--- config.mk ---
export PLATFORM = sky130hd
export DESIGN_NAME = differential_drive_mode_controller
export DESIGN_NICKNAME = d
export VERILOG_FILES = /design/src/rtl/ddmc_pkg.sv /design/src/rtl/ddmc_cmd_decode.sv /design/src/rtl/ddmc_drive_mix.sv /design/src/rtl/differential_drive_mode_controller.sv
export VERILOG_INCLUDE_DIRS = /design/src /design/src/rtl
export SDC_FILE = /design/constraint.sdc
export NUM_CORES = 1
export LEC_CHECK = 0
export CORE_UTILIZATION = 50
export CTS_BUF_LIST = sky130_fd_sc_hd__clkbuf_8
export CTS_CLUSTER_SIZE = 10
export DETAILED_ROUTE_END_ITERATION = 10
export DONT_BUFFER_PORTS = 1
export GPL_ROUTABILITY_DRIVEN = 0
export SLEW_MARGIN = 20
export SYNTH_ARGS = -nofsm -noshare
export SYNTH_HDL_FRONTEND = slang
export SYNTH_SLANG_ARGS = --single-unit
export TNS_END_PERCENT = 100
--- constraint.sdc ---
create_clock -name clk -period 8.6 [get_ports clk]
set_clock_uncertainty 0.2 [all_clocks]
set_input_delay 0.43 -clock clk [delete_from_list [all_inputs] [get_ports clk]]
set_output_delay 0.43 -clock clk [all_outputs]
set_load 0.05 [all_outputs]
--- src/rtl/differential_drive_mode_controller_defines.svh ---
// Assertion macros for the drive controller RTL.
`ifndef DIFFERENTIAL_DRIVE_MODE_CONTROLLER_DEFINES_SVH
`define DIFFERENTIAL_DRIVE_MODE_CONTROLLER_DEFINES_SVH

`ifndef NO_ASSERTIONS
// Clocked check, disabled while reset is asserted.
`define DDMC_ASSERT(lbl, clk, rst_n, prop, msg) \
	lbl: assert property (@(posedge clk) disable iff (!rst_n) prop) else $error(msg);
// Clocked check that also holds during reset.
`define DDMC_ASSERT_ALWAYS(lbl, clk, prop, msg) \
	lbl: assert property (@(posedge clk) prop) else $error(msg);
`else
`define DDMC_ASSERT(lbl, clk, rst_n, prop, msg)
`define DDMC_ASSERT_ALWAYS(lbl, clk, prop, msg)
`endif

`endif

--- src/rtl/ddmc_pkg.sv ---
// Types, constants and lookup functions for the drive mode controller.
package ddmc_pkg;

	typedef enum logic [1:0] {
		MODE_JOY  = 2'd0,
		MODE_LINE = 2'd1,
		MODE_OBST = 2'd2
	} drive_mode_t;

	typedef enum logic [1:0] {
		TURN_FWD   = 2'd0,
		TURN_LEFT  = 2'd1,
		TURN_RIGHT = 2'd2
	} line_turn_t;

	// Joystick direction codes (index into the letter list U L D R W X Y Z)
	localparam logic [2:0] DIR_U = 3'd0;
	localparam logic [2:0] DIR_L = 3'd1;
	localparam logic [2:0] DIR_D = 3'd2;
	localparam logic [2:0] DIR_R = 3'd3;
	localparam logic [2:0] DIR_W = 3'd4;
	localparam logic [2:0] DIR_X = 3'd5;
	localparam logic [2:0] DIR_Y = 3'd6;
	localparam logic [2:0] DIR_Z = 3'd7;

	// Command characters
	localparam logic [7:0] CH_A    = 8'h41;
	localparam logic [7:0] CH_B    = 8'h42;
	localparam logic [7:0] CH_C    = 8'h43;
	localparam logic [7:0] CH_U    = 8'h55;
	localparam logic [7:0] CH_L    = 8'h4C;
	localparam logic [7:0] CH_D    = 8'h44;
	localparam logic [7:0] CH_R    = 8'h52;
	localparam logic [7:0] CH_W    = 8'h57;
	localparam logic [7:0] CH_X    = 8'h58;
	localparam logic [7:0] CH_Y    = 8'h59;
	localparam logic [7:0] CH_Z    = 8'h5A;
	localparam logic [7:0] CH_ZERO = 8'h30;
	localparam logic [7:0] CH_FIVE = 8'h35;

	localparam logic [2:0] LEVEL_MAX = 3'd5;

	// Fixed speeds used when the line is lost
	localparam logic signed [8:0] LOST_SLOW = 9'sd50;
	localparam logic signed [8:0] LOST_FAST = 9'sd100;

	// Configuration register indexes and reset values
	localparam logic REG_TURN_OFFSET = 1'b0;
	localparam logic REG_CLEAR_DIST  = 1'b1;
	localparam logic [7:0] TURN_OFFSET_RST = 8'd50;
	localparam logic [8:0] CLEAR_DIST_RST  = 9'd40;

	typedef struct packed {
		drive_mode_t mode;
		logic [2:0]  dir;
		logic [2:0]  level;
	} cmd_state_t;

	typedef struct packed {
		logic              valid;
		logic signed [8:0] left;
		logic signed [8:0] right;
	} drive_result_t;

	function automatic logic [7:0] pwm_lookup(input logic [2:0] level);
		logic [7:0] pwm;
		case (level)
			3'd0:    pwm = 8'd0;
			3'd1:    pwm = 8'd120;
			3'd2:    pwm = 8'd154;
			3'd3:    pwm = 8'd187;
			3'd4:    pwm = 8'd221;
			3'd5:    pwm = 8'd255;
			default: pwm = 8'd0;
		endcase
		return pwm;
	endfunction

endpackage

--- src/rtl/ddmc_cmd_decode.sv ---
// Command byte decoder: mode, joystick direction and speed level state.
module ddmc_cmd_decode
	import ddmc_pkg::*;
(
	input  logic       clk,
	input  logic       arst_n,
	input  logic       cmd_en,
	input  logic [7:0] rx_byte,
	output cmd_state_t cmd_state
);

	drive_mode_t mode_q;
	logic [2:0]  dir_q;
	logic [2:0]  level_q;
	logic        expect_q;

	logic        is_mode;
	drive_mode_t mode_sel;
	logic        is_dir;
	logic [2:0]  dir_sel;
	logic        is_digit;

	always_comb begin
		is_mode  = 1'b1;
		mode_sel = MODE_JOY;
		case (rx_byte)
			CH_A:    mode_sel = MODE_JOY;
			CH_B:    mode_sel = MODE_LINE;
			CH_C:    mode_sel = MODE_OBST;
			default: is_mode  = 1'b0;
		endcase

		is_dir  = 1'b1;
		dir_sel = DIR_U;
		case (rx_byte)
			CH_U:    dir_sel = DIR_U;
			CH_L:    dir_sel = DIR_L;
			CH_D:    dir_sel = DIR_D;
			CH_R:    dir_sel = DIR_R;
			CH_W:    dir_sel = DIR_W;
			CH_X:    dir_sel = DIR_X;
			CH_Y:    dir_sel = DIR_Y;
			CH_Z:    dir_sel = DIR_Z;
			default: is_dir  = 1'b0;
		endcase

		is_digit = (rx_byte >= CH_ZERO) && (rx_byte <= CH_FIVE);
	end

	always_ff @(posedge clk or negedge arst_n) begin
		if (!arst_n) begin
			mode_q   <= MODE_JOY;
			dir_q    <= DIR_U;
			level_q  <= 3'd0;
			expect_q <= 1'b0;
		end else if (cmd_en) begin
			if (expect_q) begin
				// speed slot: always consumed, digits 0..5 only
				expect_q <= 1'b0;
				if (is_digit) begin
					level_q <= 3'(rx_byte - CH_ZERO);
				end
			end else if (is_mode) begin
				mode_q   <= mode_sel;
				expect_q <= 1'b1;
			end else if (is_dir) begin
				dir_q    <= dir_sel;
				expect_q <= 1'b1;
			end
		end
	end

	assign cmd_state = '{mode: mode_q, dir: dir_q, level: level_q};

endmodule

--- src/rtl/ddmc_drive_mix.sv ---
// Drive mixer: per-mode wheel speeds plus line and obstacle steering state.
module ddmc_drive_mix
	import ddmc_pkg::*;
(
	input  logic          clk,
	input  logic          arst_n,
	input  logic          tick_en,
	input  cmd_state_t    cmd_state,
	input  logic          line_left,
	input  logic          line_right,
	input  logic [8:0]    distance_cm,
	input  logic          random_bit,
	input  logic [7:0]    turn_offset,
	input  logic [8:0]    clear_distance,
	output drive_result_t result
);

	line_turn_t last_turn_q;
	logic       armed_q;
	logic       side_q;

	logic [7:0]        sp;
	logic [7:0]        dif;
	logic signed [8:0] sp_p;
	logic signed [8:0] sp_n;
	logic signed [8:0] dif_p;
	logic signed [8:0] dif_n;
	logic              side_now;
	logic              path_clear;
	line_turn_t        turn_next;

	always_comb begin
		sp    = pwm_lookup(cmd_state.level);
		dif   = (sp >= turn_offset) ? (sp - turn_offset) : 8'd0;
		sp_p  = signed'({1'b0, sp});
		sp_n  = -sp_p;
		dif_p = signed'({1'b0, dif});
		dif_n = -dif_p;

		side_now   = armed_q ? random_bit : side_q;
		path_clear = distance_cm > clear_distance;
		turn_next  = last_turn_q;

		result = '{valid: 1'b1, left: sp_p, right: sp_p};
		case (cmd_state.mode)
			MODE_JOY: begin
				case (cmd_state.dir)
					DIR_U:   result = '{valid: 1'b1, left: sp_p,  right: sp_p};
					DIR_L:   result = '{valid: 1'b1, left: sp_n,  right: sp_p};
					DIR_D:   result = '{valid: 1'b1, left: sp_n,  right: sp_n};
					DIR_R:   result = '{valid: 1'b1, left: sp_p,  right: sp_n};
					DIR_W:   result = '{valid: 1'b1, left: dif_n, right: sp_n};
					DIR_X:   result = '{valid: 1'b1, left: dif_p, right: sp_p};
					DIR_Y:   result = '{valid: 1'b1, left: sp_p,  right: dif_p};
					default: result = '{valid: 1'b1, left: sp_n,  right: dif_n};
				endcase
			end
			MODE_LINE: begin
				case ({line_left, line_right})
					2'b00: begin
						turn_next = TURN_FWD;
						result    = '{valid: 1'b1, left: sp_p, right: sp_p};
					end
					2'b10: begin
						turn_next = TURN_LEFT;
						result    = '{valid: 1'b1, left: sp_n, right: sp_p};
					end
					2'b01: begin
						turn_next = TURN_RIGHT;
						result    = '{valid: 1'b1, left: sp_p, right: sp_n};
					end
					default: begin
						// line lost: replay the last turn, or stay silent
						case (last_turn_q)
							TURN_LEFT:  result = '{valid: 1'b1, left: LOST_SLOW,
								right: LOST_FAST};
							TURN_RIGHT: result = '{valid: 1'b1, left: LOST_FAST,
								right: LOST_SLOW};
							default:    result = '{valid: 1'b0, left: sp_p, right: sp_p};
						endcase
					end
				endcase
			end
			MODE_OBST: begin
				if (path_clear) begin
					result = '{valid: 1'b1, left: sp_p, right: sp_p};
				end else if (!side_now) begin
					result = '{valid: 1'b1, left: sp_n, right: sp_p};
				end else begin
					result = '{valid: 1'b1, left: sp_p, right: sp_n};
				end
			end
			default: result = '{valid: 1'b0, left: sp_p, right: sp_p};
		endcase
	end

	always_ff @(posedge clk or negedge arst_n) begin
		if (!arst_n) begin
			last_turn_q <= TURN_FWD;
			armed_q     <= 1'b1;
			side_q      <= 1'b0;
		end else if (tick_en) begin
			if (cmd_state.mode == MODE_LINE) begin
				last_turn_q <= turn_next;
			end
			if (cmd_state.mode == MODE_OBST) begin
				side_q  <= side_now;
				armed_q <= path_clear;
			end
		end
	end

endmodule

--- src/rtl/differential_drive_mode_controller.sv ---
// Pipeline: an input transaction is held in the input register; a drive tick's result
//   is then loaded into the result register, which drives the master side.
// Throughput: one input transaction per cycle unless a tick with a result meets a full result register;
//   the input and result registers decouple the sides, so a waiting result does not block a command byte behind it.
// Reset: arst_n clears all control state at once: joystick mode, forward, speed level zero,
//   turn_offset 50, clear_distance 40, obstacle side choice armed.
`include "differential_drive_mode_controller_defines.svh"

module differential_drive_mode_controller
	import ddmc_pkg::*;
(
	input  logic        clk,
	input  logic        arst_n,
	// configuration write port
	input  logic        cfg_wen,
	input  logic        cfg_index,
	input  logic [8:0]  cfg_data,
	// input stream
	input  logic        s_axis_tvalid,
	output logic        s_axis_tready,
	// [7:0] rx_byte, [8] line_left, [9] line_right, [18:10] distance_cm,
	// [19] random_bit, [23:20] zero
	input  logic [23:0] s_axis_tdata,
	// [0] op (0 = command byte, 1 = drive tick)
	input  logic        s_axis_tuser,
	// result stream
	output logic        m_axis_tvalid,
	input  logic        m_axis_tready,
	// [8:0] left_speed, [17:9] right_speed, [23:18] zero
	output logic [23:0] m_axis_tdata
);

	// Configuration registers
	logic [7:0] turn_offset_q;
	logic [8:0] clear_distance_q;

	always_ff @(posedge clk or negedge arst_n) begin
		if (!arst_n) begin
			turn_offset_q    <= TURN_OFFSET_RST;
			clear_distance_q <= CLEAR_DIST_RST;
		end else if (cfg_wen) begin
			case (cfg_index)
				REG_TURN_OFFSET: turn_offset_q    <= cfg_data[7:0];
				REG_CLEAR_DIST:  clear_distance_q <= cfg_data;
				default:         ;
			endcase
		end
	end

	// Input register stage. The item is decoded and its state effect applied
	// only when it leaves this stage, so state changes stay in input order.
	logic       valid_s1;
	logic       op_s1;
	logic [7:0] rx_byte_s1;
	logic       line_left_s1;
	logic       line_right_s1;
	logic [8:0] distance_s1;
	logic       random_s1;

	logic          advance;
	logic          has_result;
	cmd_state_t    cmd_state;
	drive_result_t mix_result;

	// Output register
	logic              out_valid_q;
	logic signed [8:0] left_q;
	logic signed [8:0] right_q;

	// A tick that yields a result needs room in the output register; a command
	// byte or a silent tick leaves immediately.
	assign has_result    = op_s1 && mix_result.valid;
	assign advance       = valid_s1 && (!has_result || !out_valid_q || m_axis_tready);
	assign s_axis_tready = !valid_s1 || advance;

	always_ff @(posedge clk or negedge arst_n) begin
		if (!arst_n) begin
			valid_s1 <= 1'b0;
		end else if (s_axis_tready) begin
			valid_s1 <= s_axis_tvalid;
		end
	end

	always_ff @(posedge clk) begin
		if (s_axis_tvalid && s_axis_tready) begin
			op_s1         <= s_axis_tuser;
			rx_byte_s1    <= s_axis_tdata[7:0];
			line_left_s1  <= s_axis_tdata[8];
			line_right_s1 <= s_axis_tdata[9];
			distance_s1   <= s_axis_tdata[18:10];
			random_s1     <= s_axis_tdata[19];
		end
	end

	ddmc_cmd_decode u_cmd_decode (
		.clk       (clk),
		.arst_n    (arst_n),
		.cmd_en    (advance && !op_s1),
		.rx_byte   (rx_byte_s1),
		.cmd_state (cmd_state)
	);

	ddmc_drive_mix u_drive_mix (
		.clk            (clk),
		.arst_n         (arst_n),
		.tick_en        (advance && op_s1),
		.cmd_state      (cmd_state),
		.line_left      (line_left_s1),
		.line_right     (line_right_s1),
		.distance_cm    (distance_s1),
		.random_bit     (random_s1),
		.turn_offset    (turn_offset_q),
		.clear_distance (clear_distance_q),
		.result         (mix_result)
	);

	// Load a new result when the stage hands one over; drop the valid once
	// the downstream side has taken the transaction.
	always_ff @(posedge clk or negedge arst_n) begin
		if (!arst_n) begin
			out_valid_q <= 1'b0;
		end else if (advance && has_result) begin
			out_valid_q <= 1'b1;
		end else if (m_axis_tready) begin
			out_valid_q <= 1'b0;
		end
	end

	always_ff @(posedge clk) begin
		if (advance && has_result) begin
			left_q  <= mix_result.left;
			right_q <= mix_result.right;
		end
	end

	assign m_axis_tvalid = out_valid_q;
	assign m_axis_tdata  = {6'd0, right_q, left_q};

	// Checks on the internal flow
	`DDMC_ASSERT(a_result_loads, clk, arst_n, (advance && has_result) |=> out_valid_q, "result lost at output register")
	`DDMC_ASSERT(a_empty_stage_ready, clk, arst_n, !valid_s1 |-> s_axis_tready, "empty input stage refuses data")
	`DDMC_ASSERT(a_level_range, clk, arst_n, cmd_state.level <= LEVEL_MAX, "speed level out of range")
	`DDMC_ASSERT(a_cmd_no_result, clk, arst_n, (valid_s1 && !op_s1) |-> advance, "command byte stalled")

endmodule

==> results of run 1 <==
==> worst paths after layout <==
check | startpoint | endpoint | slack (ps) | cells after the start
setup / recovery | u_cmd_decode.level_q[1]$_DFFE_PN0P_ | right_q[4]$_DFFE_PP_ | 3180 | 18
setup reg to reg | u_cmd_decode.level_q[1]$_DFFE_PN0P_ | right_q[4]$_DFFE_PP_ | 3180 | 18
hold / removal | cfg_data[0] | turn_offset_q[0]$_DFFE_PN0P_ | 20 | 1
hold reg to reg | turn_offset_q[5]$_DFFE_PN1P_ | turn_offset_q[5]$_DFFE_PN1P_ | 310 | 2
min in group asynchronous | arst_n | clear_distance_q[0]$_DFFE_PN0P_ | 340 | 2
max in group asynchronous | arst_n | u_drive_mix.armed_q$_DFFE_PN1P_ | 7620 | 2
==> area by class of cell <==
| class | instances | area [µm²] |
|---|---|---|
| Tap cell | 133 | 166 |
| Sequential cell | 71 | 1980 |
| Inverter | 36 | 135 |
| Multi-Input combinational cell | 453 | 2930 |
| Clock buffer | 9 | 124 |
| Fill cell | 879 | 4130 |
| Timing Repair Buffer | 38 | 380 |
| Clock inverter | 7 | 65.1 |
==> flip-flops by register name, indices dropped and copies added (netlist names), 2 cells and up <==
signal / cells
left_q: 9
u_cmd_decode.level_q: 3
right_q: 9
turn_offset_q: 8
u_cmd_decode.mode_q: 2
distance_s1: 9
u_drive_mix.last_turn_q: 2
u_cmd_decode.dir_q: 3
clear_distance_q: 9
rx_byte_s1: 8
==> cells by family (layout without fill, tap and decap cells) <==
family / count (synthesis) / count (layout) / synth area share
other: 1 / 6 / 0.000721
DFF: 71 / 71 / 0.380
buffers and inverters: 75 / 90 / 0.0613
xor gates and xnor gates: 9 / 9 / 0.0152
and+or+nand+nor: 199 / 199 / 0.186
adders and majority gates: 22 / 22 / 0.0544
AOI/OAI and AO/OA: 195 / 195 / 0.256
muxes: 22 / 22 / 0.0462
==> placed cells by master, fill, tap and decap left out, drive strengths merged, types with 7 or more instances in the layout <==
master and n:
a21oi 40, o22ai 17, mux2 16, ha 21
nand3 17, inv 39, dfrtp 26, nand2 49
nor2b 8, o21ai 49, dlygate4sd3 33, o211ai 10
or3 8, nand2b 18, a211oi 7, clkbuf 9
nor2 55, nor3 19, edfxtp 39
==> metrics by stage <==
step                      utilization  area, µm²  power [mW]  std cells  hold slack, ps
after CTS                       0.581       5760       0.890        745            6.87
after global routing            0.583       5780       0.932        747          0.0639
final                           0.583       5780       0.887        747            20.9
after global placement          0.528       5240       0.610        697           -64.3
after floorplan                     -       5220       0.573        599           -65.6
after detailed placement        0.528       5240       0.613        697           -64.5
==> power by group <==
part	internal, mW	total (mW)	switching, mW
clock network	0.132	0.262	0.130
registers	0.390	0.423	0.0337
logic	0.0783	0.202	0.124
total	0.600	0.887	0.287
==> critical path, stage by stage (launching register included) <==
cell and delay (ps):
dfrtp_1 500, nand2b_1 440, inv_2 210, nor2_4 280, inv_2 170, nor2_2 210, inv_1 220, ha_1 390
nor2_1 160, a21oi_1 90, o21bai_1 260, nand2_1 310, nand2b_1 200, ha_1 230, nand2_1 70, o22ai_1 430
o21ai_0 140, a211oi_1 450, o221ai_1 190
==> what timing repair did <==
item                                   in CTS  in global routing
resized for setup                           0                  0
endpoints found under the hold margin      62                  2
setup buffers                               0                  0
hold buffers                               32                  2
==> layer usage <==
| metal | GRT usage | vias up | share of wire | routed length [µm] |
|---|---|---|---|---|
| met1 | 0.343 | 2237 | 0.42 | 5850 |
| met5 | 0 | - | 0 | 0 |
| li1 | - | 2252 | - | - |
| met3 | 0.0533 | 46 | 0.079 | 1100 |
| met2 | 0.403 | 252 | 0.45 | 6280 |
| met4 | 0.145 | 0 | 0.044 | 615 |
==> flow_metrics.tcl, run 1 <==
set metrics [dict create \
    status "finished, final reports clean" \
    cts.sinks 71 \
    drc 0 \
    synth_commonest_cells "nor2_1, nand2_1, o21ai_0" \
    drive_gt1_frac 0.0945 \
    slew_headroom 0.369 \
    worst_pin_slew_ps 941 \
    grt_overflow 0 \
    critPathLaunchType "flip-flop" \
    core-area_mm2 0.00991 \
    antenna_found_initial 0 \
    critPathRequiredTime_ps 8480 \
    hpwl_um 10100 \
    synth_top_area_share 0.225 \
    synth_ff_type "edfxtp_1" \
    synthArstFlopShare 0.451 \
    start_util 0.525 \
    syn_to_final_growth_pct 11.0 \
    port_buffers 0 \
    fmax_ghz 0.184 \
    diodes 0 \
    root_buffer "clkbuf_8" \
    synth.area.top_cells "edfxtp_1, dfrtp_1, ha_1, o21ai_0, a21oi_1" \
    cts_inserted_buffers 9 \
    power_density_mw_per_mm2 154 \
    yosysMostFrequentCell "nor2_1" \
    grt_max_degree 34 \
    via_per_inst 6.41 \
    clkTransAtPathRegs_ps 80 \
    ir_drop_uv 118 \
    synth_cells 594 \
    yosysSeqAreaShare 0.380 \
    nets 671 \
    die_w_um 104 \
    drt-total-wl_um 13800 \
    rsz0062_at_grt "no" \
    htreeDepth 3 \
    crit_type "flip-flop to flip-flop" \
    route.vias.total 4787 \
    maxCapViolCount 0 \
    setup_tns_ps 0 \
    row_count 36 \
    cts_max_path_buffers 2 \
    synth_top_cell_by_area "edfxtp_1" \
    ys_seq_elements 71 \
    cp-end-kind "flip-flop" \
    die_area_mm2 0.0108 \
    fin_ws_ps 3180 \
    grt_pass1_wl_um 22200 \
    post_drt_wl_per_cell_um 18.5 \
    min_path_type "primary input to flip-flop" \
    min_period_ps 5420 \
    final_max_slew_viol_count 0 \
    syn_avg_cell_area_um2 8.76 \
    ios 66 \
    p_leak_nw 2.21 \
    ys_warn_count 0 \
    worstSkewPairLatency_ps 350 \
    setup_viol 0 \
    cp.arrival_ps 5300 \
    finalHoldViolations 0 \
    cts_tree "yes" \
    fin_crit_sh 0.631 \
    die_h_um 104 \
    cp_max_fo 12 \
    syn_area_mm2 0.00520 \
    antenna_left 0 \
    synthDistinctLibCells 75 \
    drtIter0Drc 460 \
    grt_pass1_vias 4313 \
    place_ws_ps 3330 \
    drt_pre_antenna_iters 6 \
    synth_edf_count 39 \
    grt_use_total 0.261 \
]
Note: power is estimated with default switching activity, not from simulation.
==> run 2, diff against run 1 <==
--- a/config.mk
+++ b/config.mk
@@ -12,6 +12,7 @@
 export DETAILED_ROUTE_END_ITERATION = 10
 export DONT_BUFFER_PORTS = 1
 export GPL_ROUTABILITY_DRIVEN = 0
+export PLACE_DENSITY = 0.68
 export SLEW_MARGIN = 20
 export SYNTH_ARGS = -nofsm -noshare
 export SYNTH_HDL_FRONTEND = slang
==> constraint.sdc (replaced) <==
create_clock -name clk -period 4.9 [get_ports clk]
set_clock_uncertainty 0.2 [all_clocks]
set_input_delay 0.245 -clock clk [delete_from_list [all_inputs] [get_ports clk]]
set_output_delay 0.245 -clock clk [all_outputs]
set_load 0.05 [all_outputs]
==> run 2 against run 1 <==
  * Final area is 1.5% higher
  * Sequential power is 76% higher
  * Global-route usage is 0.36 points higher
  * Utilization is 0.87 points higher
  * Maximum frequency is 22% higher
  * Register-to-register slack worse by 2700 ps
  * Clock power is 87% higher
  * Sequential cell count stayed put
==> flow_metrics.tcl, run 2 (same netlist as run 1, synthesis figures left out) <==
set metrics [dict create \
    cts_max_path_buffers 2 \
    slew_headroom 0.316 \
    route.vias.total 4867 \
    p_leak_nw 2.25 \
    post_drt_wl_per_cell_um 18.4 \
    die_area_mm2 0.0108 \
    drive_gt1_frac 0.109 \
    crit_type "flip-flop to flip-flop" \
    start_util 0.525 \
    drtIter0Drc 443 \
    cp_max_fo 9 \
    worst_pin_slew_ps 1030 \
    grt_overflow 0 \
    status "finished, final reports clean" \
    clkTransAtPathRegs_ps 80 \
    finalHoldViolations 0 \
    fmax_ghz 0.225 \
    nets 680 \
    die_h_um 104 \
    hpwl_um 10000 \
    cp.arrival_ps 4330 \
    worstSkewPairLatency_ps 360 \
    syn_to_final_growth_pct 12.7 \
    min_path_type "primary input to flip-flop" \
    port_buffers 0 \
    cts_tree "yes" \
    maxCapViolCount 0 \
    via_per_inst 6.44 \
    drc 0 \
    grt_use_total 0.265 \
    critPathRequiredTime_ps 4790 \
    diodes 0 \
    fin_crit_sh 0.906 \
    grt_pass1_wl_um 22700 \
    layout_commonest_cell "nor2_1" \
    die_w_um 104 \
    setup_viol 0 \
    root_buffer "clkbuf_8" \
    drt-total-wl_um 13900 \
    cts.sinks 71 \
    ir_drop_uv 254 \
    final_max_slew_viol_count 0 \
    cp_slowest_cell "dfrtp_1" \
    min_period_ps 4440 \
    grt_pass1_vias 4639 \
    drt_pre_antenna_iters 6 \
    row_count 36 \
    cp_top_family "compound AO/OA/AOI/OAI gates" \
    mostFrequentLayoutCells "nor2_1, nand2_1, o21ai_0" \
    critPathMaxStageDelay_ps 480 \
    cts_inserted_buffers 9 \
    cp-end-kind "flip-flop" \
    postCtsSetupBuffers 0 \
    path_buf_inv 3 \
    htreeDepth 3 \
    antenna_left 0 \
    worstPathCellList "nand2b_1, inv_2, nor2_4, inv_2, nor2_2, inv_1, ha_1, nor2_1, a21oi_1, o21bai_1, nand2_1, nand2b_1, ha_1, nand2_1, o22ai_1, o21ai_0, a211oi_1, o221ai_1" \
    grt_max_degree 34 \
    finalPower_mw 1.60 \
    setup_tns_ps 0 \
    core-area_mm2 0.00991 \
    rsz0062_at_grt "no" \
    ios 66 \
    power_density_mw_per_mm2 272 \
    critPathLaunchType "flip-flop" \
    antenna_found_initial 0 \
]
==> run 2: changes by cell type in the layout (fill, tap and decap cells not counted), sizes merged <==
cell | previous run | this run
clkinvlp | 1 | 2
inv | 39 | 37
dlygate4sd3 | 33 | 34
buf | 5 | 13
clkbuf | 9 | 10
==> run 2: where the power goes <==
part / switching (mW) / internal [mW] / total, mW
Clock: 0.239 / 0.250 / 0.490
Combinational: 0.221 / 0.142 / 0.363
Sequential: 0.0603 / 0.684 / 0.744
Total: 0.521 / 1.08 / 1.60
==> run 2: area by class of cell <==
type,instances,area (µm²)
Clock buffer,10,138
Tap cell,133,166
Sequential cell,71,1980
Timing Repair Buffer,47,450
Multi-Input combinational cell,453,2930
Fill cell,876,4050
Inverter,36,135
Clock inverter,6,67.6
==> run 2: repair_timing <==
item,4_1_cts,5_1_grt
resized for setup,0,0
hold buffers,35,0
hold endpoints to repair,72,0
==> run 2: layer usage <==
metal,wire length (µm),track usage
met5,0,0
met4,673,0.143
met3,1210,0.0595
met2,6230,0.420
met1,5770,0.337
==> run 2: final timing paths <==
kind	from	to	slack, ps	cells past startpoint
max in group asynchronous	arst_n	u_drive_mix.armed_q$_DFFE_PN1P_	4140	2
max reg2reg	u_cmd_decode.level_q[1]$_DFFE_PN0P_	right_q[4]$_DFFE_PP_	460	18
min	cfg_index	turn_offset_q[4]$_DFFE_PN1P_	50	3
min in group asynchronous	arst_n	clear_distance_q[2]$_DFFE_PN0P_	110	2
max	u_cmd_decode.level_q[1]$_DFFE_PN0P_	right_q[4]$_DFFE_PP_	460	18
min reg2reg	clear_distance_q[8]$_DFFE_PN0P_	clear_distance_q[8]$_DFFE_PN0P_	310	1
==> run 2: metrics by stage <==
| step | hold WS (ps) | cells | worst slack (ps) | area (µm²) | utilization |
|---|---|---|---|---|---|
| 2_1_floorplan | -251 | 599 | 1020 | 5220 | - |
| 3_3_place_gp | -249 | 705 | 690 | 5300 | 0.534 |
| 3_5_place_dp | -250 | 705 | 622 | 5300 | 0.534 |
| 4_1_cts | 20.9 | 756 | 551 | 5860 | 0.592 |
| 5_1_grt | 99.2 | 756 | 132 | 5860 | 0.592 |
| 6_report | 48.2 | 756 | 458 | 5860 | 0.592 |
==> run 2: tightest hold or removal path: stages <==
cell and delay (ps):
nor2b_1 140, nand2_1 120, o21ai_0 90
==> run 3, diff against run 2 <==
==> constraint.sdc (replaced) <==
create_clock -name clk -period 4.9 [get_ports clk]
set_clock_uncertainty 0.2 [all_clocks]
set_input_delay 0.98 -clock clk [delete_from_list [all_inputs] [get_ports clk]]
set_output_delay 0.98 -clock clk [all_outputs]
set_load 0.05 [all_outputs]
==> run 3 against run 2 <==
  * Setup slack improved by 89 ps
  * Critical path depth decreased by 2
  * Utilization decreased by 3.2 points
  * Sequential power about the same
  * Register-to-register slack improved by 90 ps
  * Via count decreased by 2.5%
  * Final cell count decreased by 3.8%
  * Clock-buffer cell count unchanged
  * Sequential cell count unchanged
==> flow_metrics.tcl, run 3 (same netlist as run 1, synthesis figures left out) <==
set metrics [dict create \
    post_drt_wl_per_cell_um 18.6 \
    crit_type "flip-flop to flip-flop" \
    critPathRequiredTime_ps 4790 \
    worstPathCellList "nor2b_1, a21oi_1, ha_1, fa_1, nand2b_1, a21oi_1, o21bai_1, nand2_1, nand2b_1, ha_1, nand2_1, o22ai_1, buf_4, and4_1, a2111oi_0, o21ai_1" \
    ios 66 \
    die_h_um 104 \
    switchingPower_mw 0.510 \
    htreeDepth 3 \
    mostFrequentLayoutCells "nor2_1, nand2_1, o21ai_0" \
    r2r_cells 16 \
    r2r-start "u_cmd_decode.level_q[1]$_DFFE_PN0P_" \
    final_max_slew_viol_count 0 \
    cp.arrival_ps 4250 \
    power_density_mw_per_mm2 283 \
    reg2reg_slack_ps 550 \
    status "finished, final reports clean" \
    fmax_ghz 0.230 \
    core-area_mm2 0.00991 \
    row_count 36 \
    setup_viol 0 \
    cts_tree "yes" \
    port_buffers 0 \
    slew_headroom 0.330 \
    grt_use_total 0.263 \
    critPathMaxStageDelay_ps 510 \
    power.internal_mw 1.06 \
    multiInputGateArea_mm2 0.00293 \
    worst_pin_slew_ps 1010 \
    setup_tns_ps 0 \
    root_buffer "clkbuf_8" \
    finalHoldViolations 0 \
    syn_to_final_growth_pct 6.64 \
    die_w_um 104 \
    cp_top_family "compound AO/OA/AOI/OAI gates" \
    via_per_inst 6.52 \
    min_period_ps 4350 \
    drt_pre_antenna_iters 5 \
    rsz0062_at_grt "no" \
    clkPwrFrac 0.312 \
    drive_gt1_frac 0.123 \
    fillers 897 \
    worst-path-stages 16 \
    die_area_mm2 0.0108 \
    layout_commonest_cell "nor2_1" \
    power_frac_comb 0.214 \
    final_util 0.560 \
    finalPower_mw 1.57 \
    drt-total-wl_um 13500 \
    cts.sinks 71 \
    diodes 0 \
    antenna_found_initial 0 \
    grt_overflow 0 \
    startpoint "u_cmd_decode.level_q[1]$_DFFE_PN0P_" \
    cp_slowest_cell "dfrtp_1" \
    start_util 0.525 \
    min_path_type "primary input to asynchronous set/reset pin" \
    ir_drop_uv 267 \
    cts_resized 0 \
    cp_max_fo 9 \
    antenna_left 0 \
    route.vias.total 4743 \
    switching_share 0.325 \
    cp-endpoint "right_q[6]$_DFFE_PP_" \
    regArea_mm2 0.00198 \
    drtIter0Drc 507 \
    critPathLaunchType "flip-flop" \
    nets 651 \
    grt_max_degree 34 \
    grt_pass1_vias 4437 \
    clkTransAtPathRegs_ps 80 \
    rr_endpoint "right_q[6]$_DFFE_PP_" \
    cts_max_path_buffers 2 \
    maxCapViolCount 0 \
    fin_crit_sh 0.888 \
    hpwl_um 9950 \
    worstSkewPairLatency_ps 360 \
    hold_buffers 0 \
    grt_pass1_wl_um 22600 \
    p_leak_nw 2.13 \
    path_buf_inv 1 \
    drc 0 \
    power_frac_seq 0.474 \
    cts_inserted_buffers 9 \
    postCtsSetupBuffers 0 \
    cp-end-kind "flip-flop" \
]
## run 3: changes by cell type in the layout (fill, tap and decap cells not counted), sizes merged
cell and delta:
clkinv +1, dlygate4sd3 -34, clkinvlp -1, buf +5
## run 3: worst min path at each step
| stage | from | endpoint | slack [ps] | cells after the start |
|---|---|---|---|---|
| after global routing | arst_n | clear_distance_q[2]$_DFFE_PN0P_ | 80 | 0 |
| final | arst_n | clear_distance_q[2]$_DFFE_PN0P_ | 100 | 0 |
| after floorplan | u_cmd_decode.expect_q$_DFFE_PN0P_ | u_cmd_decode.expect_q$_DFFE_PN0P_ | 270 | 2 |
| after detailed placement | clear_distance_q[1]$_DFFE_PN0P_ | clear_distance_q[1]$_DFFE_PN0P_ | 300 | 1 |
| after global placement | clear_distance_q[8]$_DFFE_PN0P_ | clear_distance_q[8]$_DFFE_PN0P_ | 290 | 1 |
| after CTS | arst_n | clear_distance_q[2]$_DFFE_PN0P_ | 80 | 0 |
## run 3: area by class of cell
type                       instances  area share
sequential                        71       0.357
multi-input combinational        453       0.527
clock buffer                      10      0.0248
tap                              133      0.0300
timing repair buffer              18      0.0244
clock inverter                     6      0.0124
inverter                          36      0.0244
## run 3: layer usage
| metal | track usage | vias up | part of all wire |
|---|---|---|---|
| met5 | 0 | - | 0 |
| met3 | 0.0420 | 55 | 0.090 |
| met1 | 0.359 | 2161 | 0.42 |
| met4 | 0.150 | 0 | 0.043 |
| met2 | 0.397 | 318 | 0.45 |
| li1 | - | 2209 | - |
## run 3: power groups by stage
| stage | clock network, mW | registers, mW | logic (mW) |
|---|---|---|---|
| after floorplan | 0 | 0.739 | 0.267 |
| after global placement | 0 | 0.754 | 0.320 |
| after detailed placement | 0 | 0.756 | 0.326 |
| after CTS | 0.504 | 0.744 | 0.330 |
| after global routing | 0.528 | 0.751 | 0.376 |
| final | 0.491 | 0.744 | 0.336 |
## run 3: through the flow
stage	hold slack [ps]	cell area [µm²]	instances	worst slack, ps
6_report	99.0	5550	727	548
5_1_grt	81.9	5550	727	287
2_1_floorplan	271	5220	599	1020
3_3_place_gp	291	5340	711	740
3_5_place_dp	297	5340	711	662
4_1_cts	82.5	5550	727	647
